<file path="src/ctnl_pkg.sv">
// Package for the calibration table lookup core.
// Holds command and status codes, field types and the entry and result structs.
// No dependencies.
package ctnl_pkg;

    // Command codes carried by the command word.
    localparam logic [2:0] CMD_APPEND = 3'd0;
    localparam logic [2:0] CMD_CLEAR  = 3'd1;
    localparam logic [2:0] CMD_RENUM  = 3'd2;
    localparam logic [2:0] CMD_FIND   = 3'd3;
    localparam logic [2:0] CMD_NEAR   = 3'd4;
    localparam logic [2:0] CMD_MAX    = 3'd5;

    // Status codes carried by the response word.
    localparam logic [1:0] ST_OK   = 2'd0;
    localparam logic [1:0] ST_MISS = 2'd1;
    localparam logic [1:0] ST_FULL = 2'd2;

    typedef logic [2:0]  t_cmd;
    typedef logic [1:0]  t_status;
    typedef logic [15:0] t_u16;
    typedef logic [30:0] t_freq;
    typedef logic [5:0]  t_index;
    typedef logic [6:0]  t_count;

    // Entry fields other than the id, stored together in one memory.
    typedef struct packed {
        t_u16  divisor;
        t_u16  delay;
        t_freq frequency;
        t_u16  valid;
        t_u16  eye;
    } t_rest;

    // One response word.
    typedef struct packed {
        t_status status;
        t_index  found_index;
        t_u16    id;
        t_rest   rest;
        t_count  entry_count;
    } t_result;

    // Controls of the shared scan compare unit.
    typedef struct packed {
        logic  nearest;
        logic  first;
        t_u16  key_id;
        t_freq key_freq;
        t_freq best_metric;
    } t_scan_ctl;

    // Outputs of the shared scan compare unit.
    typedef struct packed {
        logic  match;
        logic  better;
        t_freq metric;
    } t_scan_res;

endpackage

</file>
<file path="src/ctnl_scan_unit.sv">
// Shared compare unit used once per scanned entry.
// Checks the id match and whether the entry beats the best so far.
// Depends on ctnl_pkg.
module ctnl_scan_unit (
    input  ctnl_pkg::t_scan_ctl i_ctl,
    input  ctnl_pkg::t_u16      i_data_id,
    input  ctnl_pkg::t_freq     i_data_freq,
    output ctnl_pkg::t_scan_res o_res
);
    import ctnl_pkg::*;

    t_freq w_dist;

    // Absolute distance between the requested and the stored frequency.
    assign w_dist = (i_ctl.key_freq >= i_data_freq) ? (i_ctl.key_freq - i_data_freq)
                                                    : (i_data_freq - i_ctl.key_freq);

    // Nearest search keeps the earliest smallest distance; max search keeps
    // the earliest strictly greatest frequency above the running maximum.
    always_comb begin
        o_res.match = (i_data_id == i_ctl.key_id);
        if (i_ctl.nearest) begin
            o_res.metric = w_dist;
            o_res.better = i_ctl.first || (w_dist < i_ctl.best_metric);
        end else begin
            o_res.metric = i_data_freq;
            o_res.better = (i_data_freq > i_ctl.best_metric);
        end
    end

endmodule

</file>
<file path="config.mk">
export PLATFORM = sky130hd
export DESIGN_NAME = ctnl_scan_unit
export DESIGN_NICKNAME = d
export VERILOG_FILES = /design/src/ctnl_pkg.sv /design/src/ctnl_scan_unit.sv
export SDC_FILE = /design/constraint.sdc
export NUM_CORES = 1
export LEC_CHECK = 0
export ABC_AREA = 1
export CAP_MARGIN = 30
export CELL_PAD_IN_SITES_DETAIL_PLACEMENT = 1
export CELL_PAD_IN_SITES_GLOBAL_PLACEMENT = 2
export CORE_ASPECT_RATIO = 1.1
export CORE_MARGIN = 2
export CORE_UTILIZATION = 33
export DETAILED_ROUTE_END_ITERATION = 10
export DONT_BUFFER_PORTS = 1
export PLACE_DENSITY = 0.95
export SYNTH_ARGS = -nofsm -noshare
export SYNTH_HDL_FRONTEND = slang
export SYNTH_SLANG_ARGS = --single-unit
</file>
<file path="constraint.sdc">
create_clock -name vclk -period 4.43
set_clock_uncertainty 0.05 [all_clocks]
set_input_delay 0.6645 -clock vclk [all_inputs]
set_output_delay 0.6645 -clock vclk [all_outputs]
set_load 0.05 [all_outputs]
</file>
==> results of run 1 <==
==> synthesized netlist by cell type, drive strengths merged <==
cell type	count
nand2	547
inv	276
ha	123
nand3	84
nor2	74
a21oi	71
o21ai	30
xnor2	27
nand4	24
buf	21
and2	18
xor2	16
nor3	7
clkbuf	4
nand3b	3
nor4	3
o21a	3
o21bai	3
or2	3
fa	2
nor3b	2
o211ai	2
a21o	1
nor4b	1
o2111ai	1
==> kinds of logic after synthesis <==
| kind of cell | count (synthesis) | share of synthesized area, % |
|---|---|---|
| simple gates | 766 | 46.4 |
| buf+inv | 301 | 17.1 |
| fa+ha+maj | 125 | 22.2 |
| compound gates | 111 | 8.97 |
| xor+xnor | 43 | 5.29 |
==> cell type report <==
| cell class | count | area [um^2] | share of cell area (%) |
|---|---|---|---|
| diodes | 1 | 2.50 | 0.0234 |
| inverters | 276 | 1050 | 9.80 |
| well taps | 290 | 363 | 3.39 |
| repair buffers | 234 | 1910 | 17.9 |
| multi-input cells | 1045 | 7370 | 68.9 |
==> layer usage <==
layer	vias up	share of wire, %	track usage (%)
met5	-	0	0
met1	4913	37	32.8
li1	4547	-	-
met2	516	48	48.3
met3	219	7.3	2.00
met4	0	7.5	8.64
==> worst paths after layout <==
path / startpoint / end / slack [ns]
worst max-delay path: i_ctl[51] / o_res[31] / -0.34
worst min-delay path: i_ctl[79] / o_res[12] / 1.50
==> timing repair <==
| item | CTS | global route |
|---|---|---|
| setup buffers | 15 | 34 |
| pin swaps | 23 | 96 |
| endpoints found under the hold margin | 0 | 0 |
| gates resized for setup | 87 | 268 |
| endpoints found under the setup margin | 1 | 1 |
| gates cloned | 0 | 2 |
==> cells in the final DEF, fill, tap and decap left out, drive strengths merged <==
cell | netlist | final
a21o | 1 | 1
a21oi | 71 | 71
and2 | 18 | 18
buf | 21 | 232
clkbuf | 4 | 2
clkinvlp | 0 | 1
diode | 0 | 1
fa | 2 | 2
ha | 123 | 123
inv | 276 | 275
nand2 | 547 | 547
nand3 | 84 | 84
nand3b | 3 | 3
nand4 | 24 | 24
nor2 | 74 | 74
nor3 | 7 | 7
nor3b | 2 | 2
nor4 | 3 | 3
nor4b | 1 | 1
o2111ai | 1 | 1
o211ai | 2 | 2
o21a | 3 | 3
o21ai | 30 | 30
o21bai | 3 | 3
or2 | 3 | 3
xnor2 | 27 | 27
xor2 | 16 | 16
==> metrics by stage <==
| step | worst slack [ns] | util [%] | cell area [um^2] |
|---|---|---|---|
| floorplan | 0.292 | - | 7110 |
| global route | -0.452 | 50.3 | 10700 |
| CTS | 0.00104 | 43.6 | 9270 |
| detailed placement | -0.380 | 41.1 | 8720 |
| global placement | -0.386 | 41.1 | 8720 |
| finish | -0.340 | 50.4 | 10700 |
==> impl_metrics.tcl, run 1 <==
set metrics [dict create \
    status "complete, but fails checks" \
    violations "setup timing" \
    wl_mm 41.2 \
    hpwl_mm 26.6 \
    core_um2 21200 \
    crit_slowest_cell "ha_4" \
    start_kind "input pin" \
    min_path_cells 2 \
    slowest_delay_ns 0.28 \
    netlist.area_leader.share_pct 27.5 \
    max_slew_margin_pct 29.6 \
    worstMarginPinSlew_ns 1.05 \
    syn_area_per_cell_um2 5.29 \
    postRouteAntennaNets 0 \
    grt_usage_pct 26.5 \
    fin_crit_sh_pct 108 \
    hold_violations 0 \
    initial_core_util_pct 33.5 \
    hp-class "in2out" \
    fp-row-count 56 \
    antenna_found_initial 1 \
    setup_viol 1 \
    cp.required_ns 3.72 \
    gp_congestion 0.987 \
    seq_area_um2 0 \
    nets 1809 \
    path_max_fanout 5 \
    rsz0062_at_grt "yes" \
    die_w_um 144 \
    yosysUniqueCellTypes 42 \
    netlist_instances 1346 \
    drc 0 \
    drive_gt1_share_pct 35.9 \
    path_buf_inv 5 \
    holdBufCountCts 0 \
    yosysSeqAreaShare_pct 0 \
    yosysWarnings 0 \
    critPathArrivalTime_ns 4.06 \
    dieHeight_um 158 \
    yosysTopAreaCell "nand2_1" \
    crit_cells 23 \
    nFillCells 2861 \
    cp-end-kind "output port" \
    finalWorstSetupSlack_ns -0.340 \
    grt_pass1_wl_mm 48.1 \
    grt_max_degree 36 \
    grt_pass1_vias 9676 \
    placed_cells 1795 \
    n_clock_buffer 0 \
    synth.net_count 1598 \
    vias 10200 \
    dr.pass1.iters 5 \
    fin_setup_tns_ns -0.340 \
    wl_per_cell_um 22.3 \
    n_sequential_cell 0 \
    vias_per_cell 5.52 \
    cpMostUsedCell "nand2_1" \
    finalCriticalPeriod_ns 4.77 \
    drv_cap 0 \
    synthToLayoutAreaGrowth_pct 50.3 \
    io_pins 160 \
    synth.area.top_cells "nand2_1 (27%), ha_1 (22%), inv_1 (14%), nand3_1 (5.7%), a21oi_1 (4.9%)" \
    finalMaxSlewViolations 0 \
    path_cells "inv_1 -> ha_4 -> buf_6 -> nand2_4 -> nor2_4 -> nand2_2 -> nor2_4 -> nand2_4 -> nand3_4 -> buf_4 -> nand3_4 -> and2_4 -> ha_1 -> nand4_1 -> inv_1 -> nand2_1 -> o211ai_1 -> a21oi_1 -> nand2_1 -> nand2_1 -> nand2_1 -> nand2_2 -> buf_12" \
    dieArea_um2 22800 \
    fin_hold_ws_ns 1.50 \
    fmaxAchievable_mhz 210 \
    drtIter0Drc 651 \
    path_class "in2out" \
    stdcell_count 1846 \
    syn_area_um2 7110 \
    path_delay_family "simple AND/OR/NAND/NOR gates" \
    overflow 0 \
    io_buffers 0 \
]
==> run 2, diff against run 1 <==
--- a/config.mk
+++ b/config.mk
@@ -11,10 +11,10 @@
 export CELL_PAD_IN_SITES_GLOBAL_PLACEMENT = 2
 export CORE_ASPECT_RATIO = 1.1
 export CORE_MARGIN = 2
-export CORE_UTILIZATION = 33
+export CORE_UTILIZATION = 30
 export DETAILED_ROUTE_END_ITERATION = 10
 export DONT_BUFFER_PORTS = 1
-export PLACE_DENSITY = 0.95
+export PLACE_DENSITY = 0.92
 export SYNTH_ARGS = -nofsm -noshare
 export SYNTH_HDL_FRONTEND = slang
 export SYNTH_SLANG_ARGS = --single-unit
==> constraint.sdc (replaced) <==
create_clock -name vclk -period 4.3
set_clock_uncertainty 0.05 [all_clocks]
set_input_delay 0.645 -clock vclk [all_inputs]
set_output_delay 0.645 -clock vclk [all_outputs]
set_load 0.05 [all_outputs]
==> run 2 against run 1 <==
The run still ends with setup timing left. Critical path depth up 2. Worst hold slack got worse by 0.039 ns. Die area up 9.7%. First-iteration DRC count shrank 39%. Highest routed layer unchanged.
==> impl_metrics.tcl, run 2 (synthesized netlist as in run 1, its figures left out) <==
set metrics [dict create \
    core_um2 23500 \
    initial_core_util_pct 30.3 \
    drive_gt1_share_pct 23.0 \
    max_slew_margin_pct 36.6 \
    crit_slowest_cell "ha_1" \
    nFillCells 3308 \
    hp-class "in2out" \
    synthToLayoutAreaGrowth_pct 32.4 \
    io_pins 160 \
    path_delay_family "simple AND/OR/NAND/NOR gates" \
    violations "setup timing" \
    grt_usage_pct 24.9 \
    slowest_delay_ns 0.31 \
    final_cell_mix "nand2_1 (502), inv_1 (261), buf_4 (202)" \
    start_kind "input pin" \
    fmaxAchievable_mhz 224 \
    final_common_cell "nand2_1" \
    hpwl_mm 27.6 \
    hold_violations 0 \
    dieArea_um2 25000 \
    vias 9065 \
    placed_cells 1823 \
    fin_setup_tns_ns -0.171 \
    drc 0 \
    cp.required_ns 3.61 \
    path_buf_inv 5 \
    n_clock_buffer 0 \
    path_class "in2out" \
    die_w_um 151 \
    antenna_found_initial 1 \
    dr.pass1.iters 5 \
    path_max_fanout 5 \
    drtIter0Drc 396 \
    vias_per_cell 4.94 \
    io_buffers 0 \
    cp-end-kind "output port" \
    fp-row-count 59 \
    gp_congestion 0.971 \
    stdcell_count 1835 \
    postRouteAntennaNets 0 \
    fin_crit_sh_pct 104 \
    wl_per_cell_um 17.0 \
    finalWorstSetupSlack_ns -0.171 \
    cellPowerDensity_nw_per_um2 188 \
    grt_pass1_wl_mm 48.9 \
    status "complete, but fails checks" \
    seq_area_um2 0 \
    drv_cap 0 \
    setup_viol 1 \
    n_antenna_cell 0 \
    irDropWorstVdd_uv 67.3 \
    wl_mm 31.3 \
    dieHeight_um 166 \
    finalMaxSlewViolations 0 \
    overflow 0 \
    worstMarginPinSlew_ns 0.945 \
    fin_hold_ws_ns 1.46 \
    grt_pass1_vias 9588 \
    critPathArrivalTime_ns 3.78 \
    rsz0062_at_grt "yes" \
    cpMostUsedCell "nand2_1" \
    n_sequential_cell 0 \
    finalCriticalPeriod_ns 4.47 \
    leakagePower_nw 5.53 \
    grt_max_degree 36 \
    nets 1784 \
]
[run 2: final cells by class]
cell class / count / area, um^2 / area share (%)
Inverter: 276 / 1040 / 11.0
Tap cell: 305 / 382 / 4.05
Multi-Input combinational cell: 1046 / 6380 / 67.8
Timing Repair Buffer: 208 / 1620 / 17.2
[run 2: per-layer routing]
metal / share of wire (%) / global-route usage (%) / vias up
met3: 5.0 / 2.55 / 62
li1: - / - / 4491
met1: 42 / 29.5 / 4237
met2: 50 / 46.7 / 275
met4: 3.6 / 7.69 / 0
met5: 0 / 0 / -
[run 2: where the power goes]
part / internal (mW) / total [mW] / switching (mW) / leakage, nW
clock: 0 / 0 / 0 / 0
combinational: 0.713 / 1.77 / 1.06 / 5.53
sequential: 0 / 0 / 0 / 0
total: 0.713 / 1.77 / 1.06 / 5.53
[run 2: final timing paths]
kind | start | end | slack [ns] | cells past startpoint
max | i_ctl[41] | o_res[31] | -0.17 | 25
min | i_ctl[79] | o_res[15] | 1.46 | 2
[run 2: per-stage QoR]
stage | utilization [%] | instance area, um^2 | power (mW) | setup slack (ns)
after floorplan | - | 7110 | 1.03 | 0.201
after global placement | 37.6 | 8820 | 1.59 | -0.278
after detailed placement | 37.6 | 8820 | 1.64 | -0.350
after CTS | 39.9 | 9360 | 1.74 | -0.0766
after global routing | 40.1 | 9420 | 1.93 | -0.334
final | 40.1 | 9420 | 1.77 | -0.171
[run 2: what timing repair did]
item | CTS | global route
pin swaps | 22 | 5
setup buffers | 10 | 1
setup endpoints to repair | 1 | 1
hold buffers | 0 | 0
cloned | 1 | 0
resized for setup | 77 | 15
Power figures use the tool's default switching activity.
