### config.mk
export PLATFORM = sky130hd
export DESIGN_NAME = ctnl_ram
export DESIGN_NICKNAME = d
export VERILOG_FILES = /design/src/ctnl_ram.sv
export SDC_FILE = /design/constraint.sdc
export NUM_CORES = 1
export LEC_CHECK = 0
export BUFFER_PORTS_ARGS = -buffer_cell sky130_fd_sc_hd__buf_2
export CORE_MARGIN = 2
export CORE_UTILIZATION = 60
export CTS_BUF_LIST = sky130_fd_sc_hd__clkbuf_4 sky130_fd_sc_hd__clkbuf_8 sky130_fd_sc_hd__clkbuf_16
export DETAILED_ROUTE_END_ITERATION = 16
export GPL_ROUTABILITY_DRIVEN = 0
export HOLD_SLACK_MARGIN = 0.15
export PLACE_DENSITY_LB_ADDON = 0.05
export REMOVE_ABC_BUFFERS = 1
export SETUP_SLACK_MARGIN = 0.2
export SLEW_MARGIN = 20
export SYNTH_ARGS = -nofsm -noshare
export SYNTH_HDL_FRONTEND = slang
export SYNTH_SLANG_ARGS = --single-unit
### constraint.sdc
create_clock -name i_clk -period 7.9 [get_ports i_clk]
set_clock_uncertainty 0.15 [all_clocks]
set_input_delay 1.185 -clock i_clk [delete_from_list [all_inputs] [get_ports i_clk]]
set_output_delay 1.185 -clock i_clk [all_outputs]
set_load 0.03 [all_outputs]
### src/ctnl_ram.sv
// Generic single write port, single read port RAM with registered read data.
// No dependencies.
module ctnl_ram #(
    parameter int WIDTH = 16,
    parameter int DEPTH = 64
) (
    input  logic                     i_clk,
    input  logic                     i_we,
    input  logic [$clog2(DEPTH)-1:0] i_waddr,
    input  logic [WIDTH-1:0]         i_wdata,
    input  logic [$clog2(DEPTH)-1:0] i_raddr,
    output logic [WIDTH-1:0]         o_rdata
);

    logic [WIDTH-1:0] r_mem [DEPTH];
    logic [WIDTH-1:0] r_rdata;

    // Write and registered read.
    always_ff @(posedge i_clk) begin
        if (i_we) begin
            r_mem[i_waddr] <= i_wdata;
        end
        r_rdata <= r_mem[i_raddr];
    end

    assign o_rdata = r_rdata;

endmodule

==> run_results.csv, run 1 <==
group,metric,value,unit
logic_synthesis,ys_warn_count,0,
hold_path,hp-class,"register to register",
logic_synthesis,syn-instance-count,1829,
logic_synthesis,synth_area_leader_cell,"edfxtp_1",
grt,busiest_layer,"met2",
timing,finalSetupViolations,0,
cts,cts_setup_buffers,0,
run_status,status,"completed",
worst_setup_path,ff2ff_path_depth,4,
cts,cts_hold_buf,0,
logic_synthesis,synth_area_leaders,"edfxtp_1, mux4_2, mux2i_1, dfxtp_1, mux2_2",
floorplan,io_pins,46,
grt,grt_usage,27.10,%
cts,post_cts_resize_count,0,
cells_and_area,mostFrequentLayoutCells,"edfxtp_1, mux4_2, clkbuf_16",
grt,use_met2,41.83,%
grt,grt_pass1_wl,132.9,mm
worst_setup_path,r2r-start,"r_mem[31][7]",
cells_and_area,nNetsFinal,1991,
cts,cts_root_buf,"clkbuf_16",
place,io_buffers,45,
routing,post_drt_via_cell_ratio,6.524,
logic_synthesis,synth_cell_type_count,43,
floorplan,dieArea,68820,sq um
timing,tightest_slew,1.096,ns
grt,grt_max_degree,127,
logic_synthesis,synth_xor_area_share,0,%
timing,slew_violations,0,
run,max-cap-violations,0,
place,hpwl,53.25,mm
worst_setup_path,worst-path-max-fanout,76,
power,irDropWorstVdd,0.2049,mV
worst_setup_path,critPathCaptureType,"register",
timing,fin_crit_sh,48.97,%
cells_and_area,layout_commonest_cell,"edfxtp_1",
timing,maxSlewHeadroom,26.17,%
worst_setup_path,cp-startpoint,"i_raddr[0]",
routing,drt_first_pass_iters,6,
timing,final_hold_viol_count,0,
logic_synthesis,yosys.area_share.simple,2.647,%
floorplan,start_util,60.80,%
power,p_per_area,256.3,nW/um^2
worst_setup_path,cp_data_arrival_time,4.20,ns
worst_setup_path,cp_data_required_time,8.23,ns
logic_synthesis,synth_seq_cells,1040,
worst_setup_path,r2r_slack,5.49,ns
worst_setup_path,r2r_end,"o_rdata[7]",
floorplan,die_w,262.3,um
grt,grt_pass1_vias,19079,
power,power,11.45,mW
hold_path,min-delay-start,"r_mem[63][10]",
logic_synthesis,synth_top_family_by_area,"multiplexers",
cts,h-tree-depth,3,
hold_path,hold_end,"o_rdata[10]",
floorplan,core_area,65860,sq um
routing,routed_wl,92.47,mm
worst_setup_path,worst_setup_path_start_kind,"input pin",
logic_synthesis,synth-seq-area-share,77.59,%
routing,remaining_drc_errors,0,
cts,clock_path_buffers,3,
worst_setup_path,worstSetupPathType,"input pin to register",
logic_synthesis,synth_area,40040,sq um
cts,cts_num_sinks,1040,
power,power.leakage,14.25,nW
grt,grt-ovfl-total,0,
timing,worst_hold_slack,0.6976,ns
cts,path_clk_slew,0.06,ns
logic_synthesis,syn_area_per_cell,21.89,sq um
routing,dr.first_iter.drc_count,2424,
timing,setup_slack,4.031,ns
logic_synthesis,synth_compound_gate_area_share,2.409,%
logic_synthesis,synthAdderAreaFrac,0,%
floorplan,chipHeight,262.3,um
routing,vias,18951,
cells_and_area,drive_gt1_share,27.42,%
timing,rsz0062_at_grt,"false",
grt,use_met1,38.38,%
cts,clk_latency,0.65,ns
timing,tns,0,ns
hold_path,hold_path_depth,5,
timing,period_minus_slack,3.869,ns
floorplan,rows,94,
grt,grt_antenna_before_repair,10,
timing,max_freq,258.5,MHz
grt,grt.met3_usage,5.753,%
logic_synthesis,synthDominantCellAreaShare,76.79,%
routing,drtAntennaViolNets,0,
cells_and_area,final_util,67.84,%
cts,cts_tree,"built",
cells_and_area,synthToLayoutAreaGrowth,11.59,%
place,pre_cts_ws,3.298,ns
logic_synthesis,synthMuxAreaShare,15.52,%
routing,wl_per_cell,31.83,um
cts,numCtsBuffers,100,
## state kept, by name, summed over array words and instances (netlist names)
| register | cells |
|---|---|
| r_mem | 1024 |
| o_rdata | 16 |
## worst max-delay path, stage by stage
cell,delay [ns]
buf_8,0.65
buf_12,0.52
mux4_2,0.62
nand2_1,0.10
nand3_1,0.08
a21oi_1,0.82
nor4_2,0.12
## area by class of cell
class	count	area, sq um
Clock inverter	58	551.8
Tap cell	864	1081
Fill cell	4228	21180
Antenna cell	2	5.005
Sequential cell	1040	31070
Clock buffer	122	2720
Timing Repair Buffer	134	982.2
Multi-Input combinational cell	685	8272
## layer usage
layer	wire length (um)	vias up
met5	40	-
met2	43960	823
met3	7793	167
met4	3923	6
met1	36750	10009
li1	-	7946
## worst max-delay path by stage
stage,endpoint
2_1_floorplan,r_mem[48][0]
3_5_place_dp,o_rdata[7]
5_1_grt,o_rdata[7]
6_report,o_rdata[7]
4_1_cts,o_rdata[7]
3_3_place_gp,o_rdata[7]
## report_power, final
| group | internal (mW) | switching (mW) |
|---|---|---|
| registers | 6.11 | 0.0281 |
| logic | 0.197 | 0.370 |
| clock network | 2.79 | 1.95 |
| total | 9.10 | 2.35 |
## through the flow
stage,instances,area (sq um)
detailed placement,2723,41400
CTS,2903,44670
finish,2905,44680
global placement,2723,41400
global route,2903,44680
floorplan,1725,39310
## kinds of logic (layout without fill, tap and decap cells)
group | count (synthesis) | in the layout
AOI/OAI and AO/OA | 129 | 129
buffers and inverters | 104 | 314
DFF | 1040 | 1040
muxes | 336 | 336
other | 0 | 2
and+or+nand+nor | 220 | 220
## Yosys cell counts (all sizes together)
cell,n
dfxtp,16
nand3,24
buf,77
or3,1
clkbuf,27
a211o,8
and4,5
a41oi,5
edfxtp,1024
nand4b,1
a22oi,39
a311oi,8
nor4,3
a221o,6
nand2b,3
and2,2
o21ai,8
nand2,60
mux4,224
nor3,2
mux2i,85
a22o,6
or3b,1
nor2b,30
a21oi,17
nand3b,2
mux2,27
a31oi,8
nor2,74
a211oi,8
nand4,12
a221oi,16
(Power assumes the default switching activity.)
==> run 2: changes to the inputs <==
ABC_AREA = 1   (was default)
clock period = 4 ns   (was 7.9 ns; I/O delays follow)
==> run_results.csv, run 2 <==
group,metric,value,unit
cts,h-tree-depth,3,
cts,path_clk_slew,0.06,ns
worst_setup_path,crit_top_cell,"nand3_1",
worst_setup_path,worstSetupPathType,"input pin to register",
worst_setup_path,critPathCaptureType,"register",
grt,grt_usage,31.63,%
cells_and_area,n_fill_cell,5142,
worst_setup_path,ff2ff_path_depth,8,
timing,slew_violations,0,
routing,drtAntennaViolNets,0,
cts,cts_root_buf,"clkbuf_16",
grt,grt_max_degree,179,
cells_and_area,largest_reg_flops,1024,
grt,grt_pass1_wl,166.8,mm
timing,fin_crit_sh,64.03,%
logic_synthesis,synth-seq-area-share,73.80,%
cts,cts_num_sinks,1040,
cts,numCtsBuffers,102,
logic_synthesis,synth_edf_count,1024,
logic_synthesis,synth_most_common_cell,"nand2_1",
worst_setup_path,path_depth,11,
cts,clk_latency,0.66,ns
worst_setup_path,worst_setup_path_start_kind,"input pin",
cells_and_area,regArea,31070,sq um
logic_synthesis,yosys.area_share.simple,22.66,%
routing,remaining_drc_errors,0,
logic_synthesis,synth_area_leaders,"edfxtp_1, nand2_1, nand3_1, buf_2, buf_6",
cells_and_area,multiInputGateArea,9590,sq um
logic_synthesis,ys_warn_count,0,
grt,grt_pass1_vias,26371,
timing,rsz0062_at_grt,"false",
power,irDropWorstVdd,0.4445,mV
worst_setup_path,r2r-start,"r_mem[42][7]",
routing,drt_first_pass_iters,6,
floorplan,die_w,268.9,um
floorplan,dieArea,72300,sq um
logic_synthesis,synth_common_cells,"nand2_1, edfxtp_1, nand3_1",
logic_synthesis,async_flop_share,0,%
grt,grt_antenna_before_repair,10,
logic_synthesis,synthDominantCellAreaShare,73.04,%
worst_setup_path,crit_slowest_cell,"inv_8",
cells_and_area,drive_gt1_share,9.609,%
timing,maxSlewHeadroom,24.60,%
routing,dr.first_iter.drc_count,3426,
cells_and_area,layout_commonest_cell,"nand2_1",
cts,clock_path_buffers,3,
worst_setup_path,cp-startpoint,"i_raddr[1]",
worst_setup_path,cpPeakStageDelay,0.44,ns
hold_path,hp-class,"input pin to register",
worst_setup_path,r2r_end,"o_rdata[7]",
routing,vias,27780,
logic_synthesis,synth_compound_gate_area_share,0,%
logic_synthesis,synthAdderAreaFrac,0,%
logic_synthesis,synth_seq_cells,1040,
logic_synthesis,syn-instance-count,3517,
floorplan,start_util,60.33,%
cts,cts_setup_buffers,0,
logic_synthesis,synth_cell_type_count,16,
place,hpwl,62.58,mm
routing,routed_wl,113.0,mm
worst_setup_path,cp_top_family,"buffers and inverters",
cells_and_area,nNetsFinal,3597,
routing,post_drt_via_cell_ratio,6.043,
run_status,status,"completed",
floorplan,core_area,69790,sq um
logic_synthesis,synth_area_leader_cell,"edfxtp_1",
power,p_per_area,492.4,nW/um^2
cts,cts_hold_buf,0,
logic_synthesis,synth_xor_area_share,0,%
grt,grt-ovfl-total,0,
logic_synthesis,synthFlopType,"edfxtp_1",
cells_and_area,regMostFlops,"r_mem",
timing,tns,0,ns
routing,wl_per_cell,24.58,um
cells_and_area,mostFrequentLayoutCells,"nand2_1, edfxtp_1, nand3_1",
logic_synthesis,synth_top_family_by_area,"simple AND/OR/NAND/NOR gates",
cells_and_area,instances_no_fill,4597,
run,max-cap-violations,0,
timing,finalSetupViolations,0,
worst_setup_path,crit_buf_inv,4,
place,io_buffers,45,
worst_setup_path,r2r_slack,2.22,ns
worst_setup_path,cp_data_required_time,4.38,ns
floorplan,rows,97,
cts,cts_tree,"built",
worst_setup_path,endpoint,"o_rdata[7]",
cts,post_cts_resize_count,0,
cells_and_area,synthToLayoutAreaGrowth,10.91,%
logic_synthesis,synth_area,42100,sq um
floorplan,io_pins,46,
hold_path,hold_path_depth,1,
place,place_inst,4403,
power,power.leakage,16.98,nW
cells_and_area,final_util,66.91,%
worst_setup_path,crit_chain,"buf_8, inv_8, buf_12, buf_4, nand3_1, nand3_1, nand2_1, nand2_1, nand3_1, nand3_1, nand2_1",
timing,period_minus_slack,2.561,ns
timing,final_hold_viol_count,0,
timing,tightest_slew,1.131,ns
timing,max_freq,390.4,MHz
logic_synthesis,syn_area_per_cell,11.97,sq um
logic_synthesis,synthMuxAreaShare,0,%
worst_setup_path,worst-path-max-fanout,75,
worst_setup_path,cp_data_arrival_time,2.94,ns
floorplan,chipHeight,268.9,um
==> run 2: cell count changes in the layout (fill, tap and decap cells not counted), moves of 14 or more <==
cell      previous run  this run
a21oi_1             17         0
a221oi_1            16         0
a22oi_1             39         0
buf_12               5        19
buf_4               84       110
mux2_2              27         0
mux2i_1             85         0
mux4_2             220         0
nand2_1             59      1296
nand3_1             24       871
nor2b_1             29         0
==> run 2: how the worst min path moves through the flow <==
stage | start | end | slack [ns]
3_5_place_dp | r_mem[12][9] | o_rdata[9] | 0.67
3_3_place_gp | r_mem[12][9] | o_rdata[9] | 0.65
2_1_floorplan | i_wdata[0] | r_mem[0][0] | 0.55
5_1_grt | i_raddr[5] | o_rdata[1] | 0.33
4_1_cts | i_raddr[5] | o_rdata[1] | 0.29
6_report | i_wdata[8] | r_mem[7][8] | 0.33
==> run 2: through the flow <==
stage	power (mW)	hold WS [ns]	worst slack, ns	cell area (sq um)
6_report	22.99	0.3338	1.439	46690
3_5_place_dp	13.79	0.6654	0.8163	43340
4_1_cts	23.08	0.2917	1.512	46680
2_1_floorplan	12.96	0.5489	0.5321	40660
3_3_place_gp	13.76	0.6465	0.8300	43340
5_1_grt	23.62	0.3272	1.425	46690
==> run 2: cell type report <==
cell class                 count  area share (%)
multi-input combinational   2240           20.54
inverter                      12          0.1527
antenna                        4         0.02144
sequential                  1040           66.54
timing repair buffer         171           3.076
clock inverter                49          0.8709
clock buffer                 141           6.278
tap                          940           2.519
==> run 2: cells by family after synthesis <==
group                  Yosys count
AND/OR/NAND/NOR               2240
flip-flops                    1040
buffers and inverters          237
==> run 2: worst register-to-register path, cell delays in order (launching register included) <==
cell and delay, ns:
edfxtp_1 0.36, nand2_1 0.07, nand3_1 0.08, nand3_1 0.12
nand2_1 0.10, nand2_1 0.08, nand3_1 0.21, nand3_1 0.37
nand2_1 0.10
==> run 2: report_power, final <==
| part | switching, mW | internal [mW] | leakage, nW |
|---|---|---|---|
| clock network | 3.96 | 5.45 | 1.68 |
| logic | 1.12 | 0.354 | 5.95 |
| registers | 0.0427 | 12.1 | 9.35 |
| total | 5.12 | 17.9 | 17.0 |
==> run 2: per-layer routing <==
metal / wire length [um] / track usage, % / part of all wire, %
met1: 45240 / 44.36 / 40
met2: 53940 / 50.71 / 48
met3: 10250 / 4.895 / 9.1
met4: 3577 / 11.88 / 3.2
met5: 0 / 0 / 0
